<file path="src/address_region_table_assert.svh">
// Assertion macros for the address region table RTL.
// Included by art_ctrl, the module that carries concurrent checks; no other dependencies.
`ifndef ADDRESS_REGION_TABLE_ASSERT_SVH
`define ADDRESS_REGION_TABLE_ASSERT_SVH
`ifndef SYNTHESIS
// Check that a property holds at every clock edge outside reset.
`define ART_ASSERT(lbl, clk, rstn, prop, msg) \
    lbl: assert property (@(posedge clk) disable iff (!rstn) prop) else $error(msg);
// Check that a condition never becomes true outside reset.
`define ART_NEVER(lbl, clk, rstn, cond, msg) \
    lbl: assert property (@(posedge clk) disable iff (!rstn) !(cond)) else $error(msg);
`else
`define ART_ASSERT(lbl, clk, rstn, prop, msg)
`define ART_NEVER(lbl, clk, rstn, cond, msg)
`endif
`endif

</file>
<file path="src/art_pkg.sv">
// Types and constants for the address region table.
// Used by art_ram, art_ctrl and address_region_table; no dependencies.
`timescale 1ns / 1ps
`default_nettype none

package art_pkg;

    localparam int MAX_REGIONS = 16;
    localparam int IDX_W = (MAX_REGIONS > 1) ? $clog2(MAX_REGIONS) : 1;
    localparam int ADDR_W = 32;
    localparam int SIZE_W = 32;
    localparam int PERM_W = 3;
    localparam int ALIGN_BITS = 12;

    typedef enum logic [1:0] {
        CMD_ADD      = 2'd0,
        CMD_REMOVE   = 2'd1,
        CMD_FIND     = 2'd2,
        CMD_RESERVED = 2'd3
    } cmd_t;

    typedef enum logic [2:0] {
        ST_OK         = 3'd0,
        ST_OVERLAP    = 3'd1,
        ST_FULL       = 3'd2,
        ST_NOT_FOUND  = 3'd3,
        ST_MISALIGNED = 3'd4
    } status_t;

    typedef enum logic [1:0] {
        FSM_IDLE,
        FSM_SCAN,
        FSM_FINISH
    } fsm_t;

    // One stored region
    typedef struct packed {
        logic [PERM_W-1:0] perm;
        logic [SIZE_W-1:0] size;
        logic [ADDR_W-1:0] base;
    } entry_t;

    // One command as accepted from the input stream
    typedef struct packed {
        cmd_t              cmd;
        logic [ADDR_W-1:0] addr;
        logic [SIZE_W-1:0] size;
        logic [PERM_W-1:0] perm;
    } request_t;

    // One result handed to the output register
    typedef struct packed {
        status_t           status;
        logic [ADDR_W-1:0] found_base;
        logic [SIZE_W-1:0] found_size;
        logic [PERM_W-1:0] found_perm;
    } result_t;

    // Table memory access
    typedef struct packed {
        logic             en;
        logic             we;
        logic [IDX_W-1:0] addr;
        entry_t           wdata;
    } ram_req_t;

endpackage

`default_nettype wire

</file>
<file path="src/art_ram.sv">
// Single-port region table memory with registered read data.
// Depends on art_pkg for the entry type and depth.
`timescale 1ns / 1ps
`default_nettype none

module art_ram
    import art_pkg::*;
(
    input  wire logic     aclk,
    input  var  ram_req_t req,
    output entry_t        rdata
);

    entry_t mem [MAX_REGIONS];
    entry_t rdata_reg;

    // Write or read one entry per cycle
    always_ff @(posedge aclk) begin
        if (req.en) begin
            if (req.we) begin
                mem[req.addr] <= req.wdata;
            end else begin
                rdata_reg <= mem[req.addr];
            end
        end
    end

    assign rdata = rdata_reg;

endmodule

`default_nettype wire

</file>
<file path="src/art_ctrl.sv">
// Command sequencer: scans the table memory, keeps valid bits, builds results.
// Depends on art_pkg and address_region_table_assert.svh.
`timescale 1ns / 1ps
`default_nettype none

`include "address_region_table_assert.svh"

module art_ctrl
    import art_pkg::*;
(
    input  wire logic     aclk,
    input  wire logic     aresetn,
    input  wire logic     start,
    input  var  request_t req,
    output logic          idle,
    output logic          res_valid,
    input  wire logic     res_ready,
    output result_t       res,
    output ram_req_t      ram_req,
    input  var  entry_t   ram_rdata
);

    localparam logic [IDX_W-1:0] IDX_LAST = IDX_W'(MAX_REGIONS - 1);

    fsm_t                   state_reg;
    fsm_t                   state_next;
    request_t               req_reg;
    logic [ADDR_W:0]        add_end_reg;
    logic [MAX_REGIONS-1:0] valid_reg;
    logic [IDX_W-1:0]       idx_reg;
    logic                   issue_done_reg;
    logic                   rd_vld_reg;
    logic [IDX_W-1:0]       rd_idx_reg;
    logic                   hit_reg;
    logic [IDX_W-1:0]       hit_idx_reg;
    logic                   overlap_reg;
    logic                   free_found_reg;
    logic [IDX_W-1:0]       free_idx_reg;
    entry_t                 found_reg;

    logic            rd_entry_valid;
    logic [ADDR_W:0] entry_end;
    logic            ovl_hit;
    logic            rm_hit;
    logic            find_hit;
    logic            entry_hit;
    logic            misaligned;
    logic            add_ok;
    logic            rm_ok;
    logic            issue;
    logic            finish;

    // Compare the entry that arrived from memory against the held command
    always_comb begin
        rd_entry_valid = valid_reg[rd_idx_reg];
        entry_end = {1'b0, ram_rdata.base} + {1'b0, ram_rdata.size};
        ovl_hit = rd_entry_valid && ({1'b0, req_reg.addr} <= entry_end)
                  && ({1'b0, ram_rdata.base} <= add_end_reg);
        rm_hit = rd_entry_valid && (ram_rdata.base == req_reg.addr);
        find_hit = rd_entry_valid && (req_reg.addr >= ram_rdata.base)
                   && ({1'b0, req_reg.addr} <= entry_end);
        entry_hit = (req_reg.cmd == CMD_REMOVE) ? rm_hit : find_hit;
    end

    // Decide the outcome of the command once the scan is over
    always_comb begin
        misaligned = (req_reg.addr[ALIGN_BITS-1:0] != '0);
        add_ok = (req_reg.cmd == CMD_ADD) && !misaligned && !overlap_reg && free_found_reg;
        rm_ok = (req_reg.cmd == CMD_REMOVE) && hit_reg;
        res = '{status: ST_NOT_FOUND, found_base: '0, found_size: '0, found_perm: '0};
        case (req_reg.cmd)
            CMD_ADD: begin
                if (misaligned) begin
                    res.status = ST_MISALIGNED;
                end else if (overlap_reg) begin
                    res.status = ST_OVERLAP;
                end else if (!free_found_reg) begin
                    res.status = ST_FULL;
                end else begin
                    res.status = ST_OK;
                end
            end
            CMD_REMOVE: begin
                if (hit_reg) begin
                    res.status = ST_OK;
                end
            end
            CMD_FIND: begin
                if (hit_reg) begin
                    res.status = ST_OK;
                    res.found_base = found_reg.base;
                    res.found_size = found_reg.size;
                    res.found_perm = found_reg.perm;
                end
            end
            default: begin
                res.status = ST_NOT_FOUND;
            end
        endcase
    end

    // Next state and handshake outputs
    always_comb begin
        state_next = state_reg;
        idle = 1'b0;
        res_valid = 1'b0;
        issue = 1'b0;
        finish = 1'b0;
        case (state_reg)
            FSM_IDLE: begin
                idle = 1'b1;
                if (start) begin
                    state_next = FSM_SCAN;
                end
            end
            FSM_SCAN: begin
                issue = !issue_done_reg;
                if (rd_vld_reg && (rd_idx_reg == IDX_LAST)) begin
                    state_next = FSM_FINISH;
                end
            end
            FSM_FINISH: begin
                res_valid = 1'b1;
                if (res_ready) begin
                    finish = 1'b1;
                    state_next = FSM_IDLE;
                end
            end
            default: begin
                state_next = FSM_IDLE;
            end
        endcase
    end

    // Table memory port: reads during the scan, one write when an add lands
    always_comb begin
        ram_req.we = finish && add_ok;
        ram_req.en = issue || ram_req.we;
        ram_req.addr = ram_req.we ? free_idx_reg : idx_reg;
        ram_req.wdata = '{perm: req_reg.perm, size: req_reg.size, base: req_reg.addr};
    end

    always_ff @(posedge aclk) begin
        if (!aresetn) begin
            state_reg <= FSM_IDLE;
        end else begin
            state_reg <= state_next;
        end
    end

    // Scan counters and valid bits
    always_ff @(posedge aclk) begin
        if (!aresetn) begin
            valid_reg <= '0;
            idx_reg <= '0;
            issue_done_reg <= 1'b0;
            rd_vld_reg <= 1'b0;
            rd_idx_reg <= '0;
        end else begin
            rd_vld_reg <= issue;
            rd_idx_reg <= idx_reg;
            if (start && idle) begin
                idx_reg <= '0;
                issue_done_reg <= 1'b0;
            end else if (issue) begin
                if (idx_reg == IDX_LAST) begin
                    issue_done_reg <= 1'b1;
                end else begin
                    idx_reg <= idx_reg + 1'b1;
                end
            end
            if (finish && add_ok) begin
                valid_reg[free_idx_reg] <= 1'b1;
            end
            if (finish && rm_ok) begin
                valid_reg[hit_idx_reg] <= 1'b0;
            end
        end
    end

    // Capture the command and gather matches as entries stream by
    always_ff @(posedge aclk) begin
        if (!aresetn) begin
            hit_reg <= 1'b0;
            overlap_reg <= 1'b0;
            free_found_reg <= 1'b0;
        end else if (start && idle) begin
            hit_reg <= 1'b0;
            overlap_reg <= 1'b0;
            free_found_reg <= 1'b0;
        end else if (rd_vld_reg) begin
            if (ovl_hit) begin
                overlap_reg <= 1'b1;
            end
            if (entry_hit) begin
                hit_reg <= 1'b1;
            end
            if (!rd_entry_valid && !free_found_reg) begin
                free_found_reg <= 1'b1;
            end
        end
    end

    always_ff @(posedge aclk) begin
        if (start && idle) begin
            req_reg <= req;
            add_end_reg <= {1'b0, req.addr} + {1'b0, req.size};
        end
        if (rd_vld_reg) begin
            if (entry_hit) begin
                hit_idx_reg <= rd_idx_reg;
                found_reg <= ram_rdata;
            end
            if (!rd_entry_valid && !free_found_reg) begin
                free_idx_reg <= rd_idx_reg;
            end
        end
    end

    `ART_NEVER(a_write_outside_finish, aclk, aresetn, ram_req.we && (state_reg != FSM_FINISH), "table write outside finish")
    `ART_ASSERT(a_add_to_free_slot, aclk, aresetn, (finish && add_ok) |-> !valid_reg[free_idx_reg], "add targets an occupied slot")
    `ART_ASSERT(a_remove_valid_slot, aclk, aresetn, (finish && rm_ok) |-> valid_reg[hit_idx_reg], "remove targets an empty slot")
    `ART_ASSERT(a_start_scans, aclk, aresetn, (start && idle) |=> (state_reg == FSM_SCAN) && !rd_vld_reg, "accepted command did not start a scan")
    `ART_NEVER(a_read_data_outside_scan, aclk, aresetn, rd_vld_reg && (state_reg != FSM_SCAN), "read data arrived outside the scan")

endmodule

`default_nettype wire

</file>
<file path="src/address_region_table.sv">
// Address region table: keeps up to MAX_REGIONS regions (base, size, permission)
// in a single-port table memory and answers add, remove and find commands, one
// result per command. Every command, whatever its kind, scans the whole table one
// entry per cycle through the memory's single port. A command holds the block
// from one input transfer to the next: the scan issues one read per entry, the
// read data returns through the memory's output register, the finish state waits
// for room in the output register, commits the change and loads it; then it idles.
// A finished result sits in an output register, so the next command is taken
// while the previous result waits for its transfer. Region ends are inclusive
// and computed in 33 bits; regions that only touch count as overlapping. The
// table starts empty after reset; no clearing pass is needed.
// Depends on art_pkg, art_ram and art_ctrl.
`timescale 1ns / 1ps
`default_nettype none

module address_region_table
    import art_pkg::*;
(
    input  wire logic        aclk,
    input  wire logic        aresetn,
    input  wire logic        s_tvalid,
    output logic             s_tready,
    input  wire logic [71:0] s_tdata,  // cmd[1:0], addr[33:2], size[65:34], perm[68:66]
    output logic             m_tvalid,
    input  wire logic        m_tready,
    output logic [71:0]      m_tdata   // status[2:0], found_base[34:3], found_size[66:35],
                                       // found_perm[69:67]
);

    request_t  req;
    result_t   res;
    ram_req_t  ram_req;
    entry_t    ram_rdata;
    logic      idle;
    logic      start;
    logic      res_valid;
    logic      res_ready;
    logic      m_tvalid_reg;
    result_t   out_reg;

    // Unpack the input transfer
    assign req.cmd  = cmd_t'(s_tdata[1:0]);
    assign req.addr = s_tdata[33:2];
    assign req.size = s_tdata[65:34];
    assign req.perm = s_tdata[68:66];

    assign s_tready = idle;
    assign start = s_tvalid && idle;

    art_ctrl u_ctrl (
        .aclk      (aclk),
        .aresetn   (aresetn),
        .start     (start),
        .req       (req),
        .idle      (idle),
        .res_valid (res_valid),
        .res_ready (res_ready),
        .res       (res),
        .ram_req   (ram_req),
        .ram_rdata (ram_rdata)
    );

    art_ram u_ram (
        .aclk  (aclk),
        .req   (ram_req),
        .rdata (ram_rdata)
    );

    // Output register: load a result when the slot is empty or being drained
    assign res_ready = !m_tvalid_reg || m_tready;

    always_ff @(posedge aclk) begin
        if (!aresetn) begin
            m_tvalid_reg <= 1'b0;
        end else if (res_valid && res_ready) begin
            m_tvalid_reg <= 1'b1;
        end else if (m_tready) begin
            m_tvalid_reg <= 1'b0;
        end
    end

    always_ff @(posedge aclk) begin
        if (res_valid && res_ready) begin
            out_reg <= res;
        end
    end

    assign m_tvalid = m_tvalid_reg;
    assign m_tdata = {2'b00, out_reg.found_perm, out_reg.found_size, out_reg.found_base,
                      out_reg.status};

endmodule

`default_nettype wire

</file>
<file path="config.mk">
export PLATFORM = sky130hd
export DESIGN_NAME = address_region_table
export DESIGN_NICKNAME = d
export VERILOG_FILES = /design/src/art_pkg.sv /design/src/art_ram.sv /design/src/art_ctrl.sv /design/src/address_region_table.sv
export VERILOG_INCLUDE_DIRS = /design/src /design/src/src
export SDC_FILE = /design/constraint.sdc
export NUM_CORES = 2
export LEC_CHECK = 0
export BUFFER_PORTS_ARGS = -buffer_cell sky130_fd_sc_hd__buf_2
export CORE_UTILIZATION = 45
export CTS_CLUSTER_DIAMETER = 120
export DETAILED_ROUTE_END_ITERATION = 12
export HOLD_SLACK_MARGIN = 0.12
export PLACE_DENSITY_LB_ADDON = 0.1
export SLEW_MARGIN = 10
export SYNTH_ARGS = -nofsm -noshare
export SYNTH_HDL_FRONTEND = slang
export SYNTH_SLANG_ARGS = --single-unit
</file>
<file path="constraint.sdc">
create_clock -name aclk -period 14 [get_ports aclk]
set_input_delay 0 -clock aclk [delete_from_list [all_inputs] [get_ports aclk]]
set_output_delay 0 -clock aclk [all_outputs]
set_load 0.005 [all_outputs]
</file>
==> impl_metrics.prom <==
# TYPE chip_impl_metric gauge
chip_impl_metric{name="residual_drc",unit=""} 0
chip_impl_metric{name="final-max-slew-violation-count",unit=""} 0
chip_impl_metric{name="post_route_cells_drive_above_1_share",unit="%"} 20.2
chip_impl_metric{name="cp_required",unit="ns"} 14.50
chip_impl_metric{name="max_slew_headroom_at_the_worst_pin",unit="%"} 27.2
chip_impl_info{name="post-synth-top-count-cell",value="sky130_fd_sc_hd__edfxtp_1"} 1
chip_impl_metric{name="die_w",unit="microns"} 359
chip_impl_metric{name="cts_resized",unit=""} 0
chip_impl_metric{name="syn_avg_cell_area",unit="sq um"} 18.3
chip_impl_metric{name="design_area",unit="sq um"} 66600
chip_impl_metric{name="clkLatencyLatePin",unit="ns"} 0.80
chip_impl_info{name="worst_hold_path_type",value="primary input to register"} 1
chip_impl_metric{name="synthesis.area",unit="sq um"} 57500
chip_impl_metric{name="vias_in_the_first_global_route",unit=""} 31200
chip_impl_metric{name="r2r_slack",unit="ns"} 7.79
chip_impl_metric{name="final-instance-count-excl-fill",unit=""} 5281
chip_impl_metric{name="h-tree-depth",unit=""} 4
chip_impl_metric{name="setup_viol_count_final",unit=""} 0
chip_impl_metric{name="nets",unit=""} 3739
chip_impl_info{name="root_buffer",value="sky130_fd_sc_hd__clkbuf_16"} 1
chip_impl_metric{name="drt_first_iter_violations",unit=""} 3303
chip_impl_info{name="cp-start-kind",value="register"} 1
chip_impl_metric{name="cpPeakStageDelay",unit="ns"} 0.72
chip_impl_info{name="synth_common_cells",value="sky130_fd_sc_hd__edfxtp_1 (1386), sky130_fd_sc_hd__nand2_1 (307), sky130_fd_sc_hd__mux4_2 (273)"} 1
chip_impl_metric{name="worstPathArrival",unit="ns"} 6.71
chip_impl_metric{name="route.detailed.wl_per_inst",unit="microns"} 30.2
chip_impl_metric{name="core_region_area",unit="sq um"} 126000
chip_impl_metric{name="max_cap_viol_count",unit=""} 0
chip_impl_metric{name="floorplan.die_area",unit="sq um"} 129000
chip_impl_metric{name="finalWorstPathRequiredPeriod",unit="ns"} 6.21
chip_impl_metric{name="grt_pass1_wl",unit="microns"} 226000
chip_impl_metric{name="clockBufferDepth",unit=""} 3
chip_impl_metric{name="hpwlAfterDp",unit="microns"} 92900
chip_impl_metric{name="dr.pass1.iters",unit=""} 5
chip_impl_info{name="cell_type_of_the_slowest_stage_on_the_worst_timing_path",value="sky130_fd_sc_hd__edfxtp_1"} 1
chip_impl_metric{name="grt_start_max_net_pins",unit=""} 137
chip_impl_metric{name="grt-ovfl-total",unit=""} 0
chip_impl_info{name="cts_tree",value="done"} 1
chip_impl_metric{name="numPortBuffers",unit=""} 144
chip_impl_metric{name="timing.final.crit_share",unit="%"} 44.4
chip_impl_info{name="path_class",value="register to register"} 1
chip_impl_metric{name="timing_worst_slew_pin_value",unit="ns"} 1.09
chip_impl_metric{name="synth-edff-count",unit=""} 1386
chip_impl_info{name="worstSetupEndpointType",value="register"} 1
chip_impl_metric{name="power.static_leakage",unit="uW"} 0.0237
chip_impl_metric{name="final_wirelength",unit="microns"} 160000
chip_impl_metric{name="placed_cell_area",unit="sq um"} 60300
chip_impl_metric{name="number_of_flip_flops_under_the_largest_register_name",unit=""} 1072
chip_impl_metric{name="synth.yosys.warnings",unit=""} 0
chip_impl_metric{name="total_cts_buffers",unit=""} 150
chip_impl_metric{name="asyncSetResetFlopFracSynth",unit="%"} 0
chip_impl_metric{name="grtUsageTotal",unit="%"} 24.9
chip_impl_info{name="status",value="complete, no violations"} 1
chip_impl_info{name="registers.top_by_ff_count",value="u_ram.mem"} 1
chip_impl_metric{name="final-hold-violation-count",unit=""} 0
chip_impl_metric{name="synthToLayoutAreaGrowth",unit="%"} 15.9
chip_impl_metric{name="synth_cell_type_count",unit=""} 61
chip_impl_metric{name="floorplan.rows",unit=""} 130
chip_impl_metric{name="vias_per_std_cell",unit=""} 5.91
chip_impl_info{name="yosys-top-cells-area",value="sky130_fd_sc_hd__edfxtp_1 (72%), sky130_fd_sc_hd__mux4_2 (11%), sky130_fd_sc_hd__ha_1 (3.5%), sky130_fd_sc_hd__nand2_1 (2.0%), sky130_fd_sc_hd__and3_1 (1.6%)"} 1
chip_impl_info{name="most_used_dff_post_synth",value="sky130_fd_sc_hd__edfxtp_1"} 1
chip_impl_info{name="yosys.area.top_type",value="sky130_fd_sc_hd__edfxtp_1"} 1
chip_impl_metric{name="netlist_instances",unit=""} 3134
chip_impl_metric{name="die_height",unit="microns"} 359
chip_impl_metric{name="worst_path_maximum_fanout",unit=""} 136
chip_impl_metric{name="dpl.cell_count",unit=""} 4859
chip_impl_metric{name="ys_seq_elements",unit=""} 1418
chip_impl_info{name="setup_repair_after_global_routing_missed_its_margin",value="no"} 1
chip_impl_metric{name="power.density",unit="nW/um^2"} 139
chip_impl_metric{name="globalplace.congestion",unit=""} 0.895
chip_impl_metric{name="finalHoldWorstSlack",unit="ns"} 0.169
chip_impl_metric{name="ios",unit=""} 150
chip_impl_metric{name="start_util",unit="%"} 45.5
chip_impl_metric{name="clkSlewWorstSetupHoldPaths",unit="ns"} 0.06
chip_impl_metric{name="detail-route-antenna-nets",unit=""} 0
chip_impl_metric{name="vias",unit=""} 31200
chip_impl_metric{name="ir_worst_vdd",unit="uV"} 122
chip_impl_info{name="ordered_list_of_cells_on_the_worst_path",value="nor4_1 > and3_1 > nor2b_1 > and4_1 > mux2i_4 > buf_4 > buf_4 > buf_12 > mux4_2 > nand2_1 > and3_1 > a31oi_1"} 1
chip_impl_metric{name="portion_of_the_post_synthesis_area_used_by_sequential_elements",unit="%"} 73.5
chip_impl_metric{name="initial_antenna_violation_count",unit=""} 19
chip_impl_metric{name="tritoncts_num_sinks",unit=""} 1418
chip_impl_metric{name="timing.setup.tns",unit="ns"} 0
chip_impl_metric{name="fmax",unit="MHz"} 161
chip_impl_metric{name="netlist.area_leader.share",unit="%"} 72.4
chip_impl_metric{name="finClkSkew",unit="ns"} 0.0340
worst paths after layout:
path,startpoint,to,cells after the start
worst max-delay path,u_ctrl.ram_req[8],u_ram.rdata[57],12
worst min-delay path,s_tdata[40],u_ctrl.ram_req[38],2
worst max register to register,u_ctrl.ram_req[8],u_ram.rdata[57],12
worst min register to register,u_ram.rdata[64],u_ctrl.found_reg[64],0
layer usage:
layer / global-route usage [%] / wire, microns
met5: 0 / 13
met4: 7.99 / 4340
met3: 3.54 / 10700
met2: 38.7 / 74500
met1: 36.2 / 70100
cell usage in the layout (no fill, tap or decap), drive strengths merged, types with 32 or more instances in the layout:
cell type    count
mux4           273
clkinv          66
dlygate4sd3    139
and3           146
nand2          307
edfxtp        1386
nor2            44
buf            202
dfxtp           32
ha             161
a21oi           84
inv             96
a31oi           76
clkbuf         180
o21ai           45
xnor2           33
a21o            52
metrics by stage:
step / total power [uW] / utilization [%] / worst slack, ns
finish: 9240 / 52.8 / 7.79
global route: 9510 / 52.7 / 7.36
CTS: 9310 / 52.7 / 7.77
detailed placement: 5340 / 47.8 / 7.77
global placement: 5330 / 47.8 / 7.81
floorplan: 5170 / - / 3.54
timing repair:
action,in CTS,in global routing
setup buffers,0,0
hold endpoints to repair,175,0
setup endpoints to repair,0,0
hold buffers,139,0
critical path: cells and delay by family (launching register included):
kind | cells | cell delay [ns]
AOI/OAI and AO/OA | 1 | 0.47
buffers and inverters | 3 | 1.83
DFF | 1 | 0.72
muxes | 2 | 0.68
and+or+nand+nor | 6 | 1.91
power by group:
part	total [uW]	internal, uW	leakage (uW)	switching, uW
registers	4780	4700	0.0130	84.9
clock network	3950	2290	0.00237	1660
logic	500	232	0.00835	268
final cells by class:
class | instances | area, sq um
diodes | 10 | 25.0
clock buffers | 180 | 3890
clock inverters | 93 | 976
fillers | 10100 | 59600
inverters | 87 | 327
multi-input cells | 1502 | 14500
flip-flops and latches | 1418 | 42300
well taps | 1650 | 2060
repair buffers | 341 | 2600
cell families (layout without fill, tap and decap cells):
| kind of cell | count (synthesis) | count (layout) | synth area share, % |
|---|---|---|---|
| flops | 1418 | 1418 | 73.5 |
| simple gates | 658 | 658 | 5.62 |
| compound gates | 346 | 346 | 3.99 |
| mux | 280 | 280 | 10.8 |
| buf+inv | 215 | 701 | 1.66 |
| fa+ha+maj | 163 | 163 | 3.57 |
| xor+xnor | 53 | 53 | 0.808 |
| other cells | 1 | 12 | 0.00652 |
Note: power is estimated with default switching activity, not from simulation.
